[src/hw/rtl/fplq_pkg.sv]
// Shared types, constants and operand unpack functions for the FP32 linear quantizer.
package fplq_pkg;

   // action codes carried in the request user field
   localparam logic ACT_QUANT   = 1'b0;
   localparam logic ACT_DEQUANT = 1'b1;

   // code width modes
   localparam logic MODE_INT8  = 1'b0;
   localparam logic MODE_INT16 = 1'b1;

   // register indexes
   localparam logic [1:0] REG_SCALE = 2'd0;
   localparam logic [1:0] REG_RECIP = 2'd1;
   localparam logic [1:0] REG_MODE  = 2'd2;

   localparam logic [31:0] SCALE_RESET = 32'h3A83_126F;
   localparam logic [31:0] RECIP_RESET = 32'h447A_0000;
   localparam logic [31:0] CANON_NAN   = 32'h7FC0_0000;

   // value = man * 2^(exp-23); man not yet normalized
   typedef struct packed {
      logic              nan;
      logic              inf;
      logic              zero;
      logic              sign;
      logic signed [9:0] exp;
      logic [23:0]       man;
   } operand_type;

   function automatic operand_type unpack_float(input logic [31:0] b);
      operand_type o;
      logic [7:0]  ef;
      logic [22:0] fr;
      ef     = b[30:23];
      fr     = b[22:0];
      o.sign = b[31];
      o.nan  = (ef == 8'hFF) && (fr != 23'd0);
      o.inf  = (ef == 8'hFF) && (fr == 23'd0);
      o.zero = (ef == 8'd0) && (fr == 23'd0);
      o.man  = {(ef != 8'd0), fr};
      o.exp  = (ef == 8'd0) ? -10'sd126 : (signed'({2'b00, ef}) - 10'sd127);
      return o;
   endfunction

   function automatic operand_type unpack_int(input logic [15:0] c, input logic mode);
      operand_type o;
      logic [15:0] v;
      logic [15:0] mag;
      v      = (mode == MODE_INT16) ? c : {{8{c[7]}}, c[7:0]};
      mag    = v[15] ? (16'd0 - v) : v;
      o.sign = v[15];
      o.nan  = 1'b0;
      o.inf  = 1'b0;
      o.zero = (mag == 16'd0);
      o.man  = {8'd0, mag};
      o.exp  = 10'sd23;
      return o;
   endfunction

endpackage

[src/hw/rtl/fplq_fmul.sv]
// Four-stage IEEE single-precision multiplier with round to nearest even.
module fplq_fmul (
   input  logic                  clock,
   input  logic                  reset,
   input  logic                  enable,
   input  logic                  in_valid,
   input  logic                  in_tag,
   input  fplq_pkg::operand_type op_a,
   input  fplq_pkg::operand_type op_b,
   output logic                  out_valid,
   output logic                  out_tag,
   output logic [31:0]           out_bits
);
   import fplq_pkg::*;

   function automatic logic [4:0] lzc24(input logic [23:0] m);
      logic [4:0] n;
      logic       found;
      n     = 5'd0;
      found = 1'b0;
      for (int i = 23; i >= 0; i--) begin
         if (!found) begin
            if (m[i]) found = 1'b1;
            else n = n + 5'd1;
         end
      end
      return n;
   endfunction

   // flags: nan, inf, zero, sign
   typedef struct packed {
      logic nan;
      logic inf;
      logic zero;
      logic sign;
   } flags_type;

   // stage 1: normalize operands, add exponents
   logic [3:0]        v_ff, v_in;
   logic [3:0]        tag_ff;
   flags_type         f1_ff, f1_in, f2_ff, f3_ff;
   logic [23:0]       ma1_ff, ma1_in, mb1_ff, mb1_in;
   logic signed [9:0] e1_ff, e1_in;
   logic [4:0]        lza, lzb;

   always_comb begin
      lza       = lzc24(op_a.man);
      lzb       = lzc24(op_b.man);
      ma1_in    = op_a.man << lza;
      mb1_in    = op_b.man << lzb;
      e1_in     = (op_a.exp - signed'({5'd0, lza})) + (op_b.exp - signed'({5'd0, lzb}));
      f1_in.sign = op_a.sign ^ op_b.sign;
      f1_in.nan  = op_a.nan || op_b.nan || (op_a.inf && op_b.zero) || (op_a.zero && op_b.inf);
      f1_in.inf  = op_a.inf || op_b.inf;
      f1_in.zero = op_a.zero || op_b.zero;
   end

   // stage 2: significand product
   logic [47:0]       p2_ff;
   logic signed [9:0] e2_ff;

   // stage 3: normalize, denormal shift
   logic [47:0]        n3;
   logic signed [10:0] biased;
   logic [5:0]         sh;
   logic [47:0]        shifted;
   logic               lost;
   logic [23:0]        k3_ff;
   logic               g3_ff, s3_ff, big3_ff;
   logic [7:0]         eb3_ff;

   always_comb begin
      n3     = p2_ff[47] ? p2_ff : {p2_ff[46:0], 1'b0};
      biased = {e2_ff[9], e2_ff} + signed'({10'd0, p2_ff[47]}) + 11'sd127;
      if (biased > 11'sd0) sh = 6'd0;
      else if (biased < -11'sd46) sh = 6'd48;
      else sh = 6'(11'sd1 - biased);
      shifted = n3 >> sh;
      lost    = (sh == 6'd0) ? 1'b0 : |(n3 << (6'd48 - sh));
   end

   // stage 4: round and pack
   logic        up;
   logic [24:0] sum;
   logic [30:0] mag;
   logic [31:0] bits_in, bits_ff;

   always_comb begin
      up  = g3_ff && (s3_ff || k3_ff[0]);
      sum = {1'b0, k3_ff} + {24'd0, up};
      mag = {eb3_ff, 23'd0} + {6'd0, sum};
      if (f3_ff.nan) bits_in = CANON_NAN;
      else if (f3_ff.inf || (big3_ff && !f3_ff.zero)) bits_in = {f3_ff.sign, 8'hFF, 23'd0};
      else if (f3_ff.zero) bits_in = {f3_ff.sign, 31'd0};
      else bits_in = {f3_ff.sign, mag};
   end

   assign v_in = {v_ff[2:0], in_valid};

   always_ff @(posedge clock) begin
      if (reset) begin
         v_ff <= 4'd0;
      end else if (enable) begin
         v_ff <= v_in;
      end
   end

   always_ff @(posedge clock) begin
      if (enable) begin
         tag_ff  <= {tag_ff[2:0], in_tag};
         f1_ff   <= f1_in;
         ma1_ff  <= ma1_in;
         mb1_ff  <= mb1_in;
         e1_ff   <= e1_in;
         f2_ff   <= f1_ff;
         p2_ff   <= ma1_ff * mb1_ff;
         e2_ff   <= e1_ff;
         f3_ff   <= f2_ff;
         k3_ff   <= shifted[47:24];
         g3_ff   <= shifted[23];
         s3_ff   <= (|shifted[22:0]) || lost;
         big3_ff <= biased > 11'sd254;
         eb3_ff  <= (biased > 11'sd0) ? 8'(biased - 11'sd1) : 8'd0;
         bits_ff <= bits_in;
      end
   end

   assign out_valid = v_ff[3];
   assign out_tag   = tag_ff[3];
   assign out_bits  = bits_ff;

endmodule

[src/hw/rtl/fp32_linear_quantizer.sv]
// Top level of the FP32 linear quantizer / dequantizer stream block.
//
// Usage:
//  - req channel: one request per accepted beat. req_tuser is the action
//    (quantize float_in, or dequantize code_in). Every request gives one
//    response on the rsp channel, in order.
//  - Quantize: float_in * inverse_scale (FP32, nearest even), clamped to
//    the 8- or 16-bit signed range, rounded to integer, ties to even.
//    NaN goes to the positive limit; clamping sets saturated.
//  - Dequantize: code_in (low byte only in 8-bit mode) * scale, FP32.
//  - csr port: write-only, one register per cycle; write only while idle.
//  - Path: after the accepting edge, rsp_tvalid rises once the request has
//    passed three more multiplier stages plus the output register.
//  - Throughput: one request per cycle unless a response stalls; the shared
//    FP32 multiplier is a 4-stage pipe before the quantize/output register.
//  - Stall: when rsp_tready is low with a response held, the whole pipe
//    freezes and req_tready drops; nothing is lost or repeated.
//  - Reset: pipe valids clear, registers go to scale 0.001,
//    inverse scale 1000.0, 16-bit codes.
module fp32_linear_quantizer (
   input  logic        clock,
   input  logic        reset,
   input  logic        req_tvalid,
   output logic        req_tready,
   input  logic [47:0] req_tdata,   // [31:0] float_in, [47:32] code_in
   input  logic        req_tuser,   // [0] action
   output logic        rsp_tvalid,
   input  logic        rsp_tready,
   output logic [55:0] rsp_tdata,   // [15:0] code_out, [47:16] float_out,
                                    // [48] saturated, [55:49] zero
   input  logic        csr_we,
   input  logic [1:0]  csr_index,
   input  logic [31:0] csr_wdata
);
   import fplq_pkg::*;

   logic [31:0] scale_ff, recip_ff;
   logic        mode_ff;

   always_ff @(posedge clock) begin
      if (reset) begin
         scale_ff <= SCALE_RESET;
         recip_ff <= RECIP_RESET;
         mode_ff  <= MODE_INT16;
      end else if (csr_we) begin
         case (csr_index)
            REG_SCALE: scale_ff <= csr_wdata;
            REG_RECIP: recip_ff <= csr_wdata;
            REG_MODE:  mode_ff  <= csr_wdata[0];
            default:   ;
         endcase
      end
   end

   // whole pipe advances unless the output register holds a stalled response
   logic enable;
   assign enable     = !rsp_tvalid || rsp_tready;
   assign req_tready = enable;

   operand_type op_a, op_b;
   always_comb begin
      if (req_tuser == ACT_DEQUANT) begin
         op_a = unpack_int(req_tdata[47:32], mode_ff);
         op_b = unpack_float(scale_ff);
      end else begin
         op_a = unpack_float(req_tdata[31:0]);
         op_b = unpack_float(recip_ff);
      end
   end

   logic        m_valid, m_tag;
   logic [31:0] m_bits;

   fplq_fmul u_fmul (
      .clock     (clock),
      .reset     (reset),
      .enable    (enable),
      .in_valid  (req_tvalid),
      .in_tag    (req_tuser),
      .op_a      (op_a),
      .op_b      (op_b),
      .out_valid (m_valid),
      .out_tag   (m_tag),
      .out_bits  (m_bits)
   );

   // float to saturated integer, nearest even
   logic [7:0]  ef;
   logic [23:0] mq;
   logic [5:0]  qsh;
   logic [47:0] qx;
   logic [16:0] ip, rnd, hi, lo_mag, lim;
   logic        g, s, over, is_nan, neg, sat;
   logic [15:0] code;

   always_comb begin
      ef     = m_bits[30:23];
      mq     = {(ef != 8'd0), m_bits[22:0]};
      is_nan = (ef == 8'hFF) && (m_bits[22:0] != 23'd0);
      neg    = m_bits[31] && !is_nan;
      over   = ef >= 8'd143;
      qsh    = (ef < 8'd126) ? 6'd25 : 6'(8'd150 - ef);
      qx     = {mq, 24'd0} >> qsh;
      ip     = qx[40:24];
      g      = qx[23];
      s      = |qx[22:0];
      hi     = (mode_ff == MODE_INT16) ? 17'd32767 : 17'd127;
      lo_mag = (mode_ff == MODE_INT16) ? 17'd32768 : 17'd128;
      lim    = neg ? lo_mag : hi;
      sat    = is_nan || over || (ip > lim) || ((ip == lim) && (g || s));
      rnd    = ip + {16'd0, g && (s || ip[0])};
      if (sat) code = neg ? 16'(17'd0 - lo_mag) : hi[15:0];
      else code = neg ? 16'(17'd0 - rnd) : rnd[15:0];
   end

   logic        out_valid_ff;
   logic [15:0] code_ff;
   logic [31:0] float_ff;
   logic        sat_ff;

   always_ff @(posedge clock) begin
      if (reset) begin
         out_valid_ff <= 1'b0;
      end else if (enable) begin
         out_valid_ff <= m_valid;
      end
   end

   always_ff @(posedge clock) begin
      if (enable) begin
         if (m_tag == ACT_DEQUANT) begin
            code_ff  <= 16'd0;
            float_ff <= m_bits;
            sat_ff   <= 1'b0;
         end else begin
            code_ff  <= code;
            float_ff <= 32'd0;
            sat_ff   <= sat;
         end
      end
   end

   assign rsp_tvalid = out_valid_ff;
   assign rsp_tdata  = {7'd0, sat_ff, float_ff, code_ff};

endmodule

[config.mk]
export PLATFORM = sky130hd
export DESIGN_NAME = fp32_linear_quantizer
export DESIGN_NICKNAME = d
export VERILOG_FILES = /design/src/hw/rtl/fplq_pkg.sv /design/src/hw/rtl/fplq_fmul.sv /design/src/hw/rtl/fp32_linear_quantizer.sv
export SDC_FILE = /design/constraint.sdc
export NUM_CORES = 2
export LEC_CHECK = 0
export ABC_AREA = 1
export ABC_CLOCK_PERIOD_IN_PS = 24200
export BUFFER_PORTS_ARGS = -buffer_cell sky130_fd_sc_hd__buf_4
export CORE_ASPECT_RATIO = 0.75
export CORE_MARGIN = 3
export CORE_UTILIZATION = 66
export DETAILED_ROUTE_END_ITERATION = 8
export PLACE_DENSITY = 0.85
export SYNTH_ARGS = -nofsm -noshare
export SYNTH_HDL_FRONTEND = slang
export SYNTH_HIERARCHICAL = 1
export SYNTH_SLANG_ARGS = --single-unit
[constraint.sdc]
create_clock -name clock -period 24.2 [get_ports clock]
set_input_delay 4.84 -clock clock [delete_from_list [all_inputs] [get_ports clock]]
set_output_delay 4.84 -clock clock [all_outputs]
set_load 0.02 [all_outputs]
==> flow_summary.ini <==
[yosys]
synth_common_cells = nand2_1 (1885), inv_1 (1276), fa_1 (493)
syn_inst = 6556
yosysTopAreaCell = fa_1
synthDistinctLibCells = 75
synth_warnings = 6
netlist_area_mm2 = 0.0466
synth_enable_flop_cells = 248
synth_ff_type = edfxtp_1
synth_top_cell_area_share_pct = 21.2
ys_top_cells_by_area = fa_1 (21%), edfxtp_1 (16%), nand2_1 (15%), inv_1 (10%), ha_1 (7.2%)
yosysMostFrequentCell = nand2_1
ys_seq_area_share_pct = 19.0
syn_area_per_cell_um2 = 7.11
async_reset_ff_share_pct = 0
ys_seq_elements = 318

[cts]
cts_tree = done
clkTransAtPathRegs_ns = 0.07
clock-sinks = 318
cts_resized = 0
cts_made_buffers = 31
htreeDepth = 1
insertion_delay_ns = 0.61
cts_setup_buffers = 0
ctsHoldBuffers = 0
cts_max_path_buffers = 3
cts_root_buf = clkbuf_16

[timing]
setup-violations-final = 0
tightest_slew_ns = 1.17
rsz0062_at_grt = no
fin_crit_sh_pct = 90.3
fin_tns_setup_ns = 0
skew_ns = 0.0256
min_period_ns = 21.86
relSlewSlack_pct = 21.4
slew_violations = 0
max_freq_mhz = 45.7
setup_slack_ns = 2.34
hold_violations = 0

[setup_path]
crit_slowest_cell = fa_1
critPathMostFrequentCell = nand2_1
setup.worst_path.end_class = flop
rr_startpoint = recip_ff[23]
crit_fanout = 66
crit_arrival_ns = 22.19
crit_buf_inv = 23
slowest_delay_ns = 0.78
crit_required_ns = 24.53
worstSetupStartpoint = req_tuser
cp-start-kind = input port
critPathKind = input port to flop
critPathTopFamily = adder cells

[global_route]
grt_usage_pct = 34.2
grt_pass1_wl_um = 208000
grt_pass1_vias = 41278
grt-ovfl-total = 0
grt_max_degree = 73
grt_antenna_before_repair = 3

[hold_path]
hp-class = flop to flop
min_from = u_fmul/f1_ff[0]

[floorplan]
dieWidth_um = 313
initial_core_util_pct = 67.4
ios = 146
num_rows = 83
fp.coreArea_mm2 = 0.0692
dieArea_mm2 = 0.0739
die_h_um = 236

[final_layout]
drive_gt1_share_pct = 7.49
n_fill_cell = 5588
syn_to_final_growth_pct = 5.62
instances_no_fill = 7501
antenna_cells = 0
finalNetCount = 7389

[drt]
viasPerCell = 5.74
drt-initial-drc-count = 4623
drc = 0
wl_per_cell_um = 16.9
dr.pass1.iters = 6
drt_wl_total_um = 127000
vias = 43048
detail-route-antenna-nets = 0

[job]
cap_violations = 0

[outcome]
status = finished clean

[placement]
port_buffers = 138
dp.cells = 7443
dp_hpwl_um = 98900
gp_congestion = 1.01
place_ws_ns = 1.98
[stage by stage]
step                cell area, um^2  hold slack, ns  utilization [%]
finish                        49200           0.401             71.2
global route                  49200           0.403             71.2
CTS                           49200           0.409             71.2
detailed placement            48200           0.405             69.6
global placement              48200           0.401             69.6
floorplan                     46600           0.400                -
[routing by layer]
| layer | global-route usage (%) | wire length (um) | up-vias |
|---|---|---|---|
| met2 | 53.1 | 55700 | 2318 |
| met5 | 0 | 17 | - |
| met1 | 48.5 | 51700 | 20122 |
| met4 | 8.90 | 3720 | 2 |
| met3 | 7.89 | 15400 | 317 |
| li1 | - | - | 20289 |
[cell type report]
class	instances	area [um^2]	area share (%)
Clock buffer	40	923	1.88
Timing Repair Buffer	205	1540	3.13
Sequential cell	318	8850	18.0
Multi-Input combinational cell	4658	31600	64.2
Inverter	1327	4990	10.1
Tap cell	935	1170	2.38
Clock inverter	18	154	0.313
[state kept, by name, summed over array words and instances, names as in the netlist, 4 cells and up]
register / flops
u_fmul/p2_ff: 48
float_ff: 32
recip_ff: 32
scale_ff: 32
u_fmul/out_bits: 32
u_fmul/k3_ff: 24
u_fmul/ma1_ff: 24
u_fmul/mb1_ff: 24
code_ff: 16
u_fmul/e1_ff: 10
u_fmul/e2_ff: 10
u_fmul/eb3_ff: 8
u_fmul/f1_ff: 4
u_fmul/f2_ff: 4
u_fmul/f3_ff: 4
u_fmul/tag_ff: 4
u_fmul/v_ff: 4
[kinds of logic after synthesis]
| group | synth area share [%] |
|---|---|
| xor+xnor | 2.18 |
| fa+ha+maj | 28.3 |
| other cells | 0.00804 |
| compound gates | 7.91 |
| flops | 19.0 |
| buf+inv | 13.3 |
| mux | 0.193 |
| simple gates | 29.1 |
[path summary, 6_finish.rpt]
check | depth (start not counted) | slack [ns] | to
max reg2reg | 103 | 6.14 | u_fmul/e1_ff[9]
min | 0 | 0.40 | u_fmul/f2_ff[0]
max | 101 | 2.34 | u_fmul/e1_ff[9]
min reg2reg | 0 | 0.40 | u_fmul/f2_ff[0]
[placed cells by master, fill, tap and decap left out, drive strengths merged, types with 12 or more instances in the layout]
cell    netlist  layout
a21oi       201     201
a31oi        20      20
buf          77     205
clkbuf      182      40
clkinv       11      17
dfxtp        70      70
edfxtp      248     248
fa          493     493
ha          267     267
inv        1316    1327
nand2      1940    1940
nand3       486     486
nand3b       19      19
nand4        56      56
nor2        450     450
nor3         75      75
nor4         29      29
o211ai       19      19
o21ai       343     343
o22ai        17      17
o31ai        12      12
or2          30      30
xnor2        36      36
xor2         79      79
[worst register-to-register path, delay by kind of cell (launching register included)]
family | cells | cell delay, ns
adder cells (fa/ha/maj) | 25 | 7.75
AND/OR/NAND/NOR | 40 | 5.55
buffers and inverters | 22 | 1.55
AO/OA/AOI/OAI | 15 | 2.57
flip-flops | 1 | 0.35
XOR/XNOR | 1 | 0.08
Power is left out: the tool's default activity adds up to more than one toggle a clock period on the data nets, which glitch-free logic cannot reach.
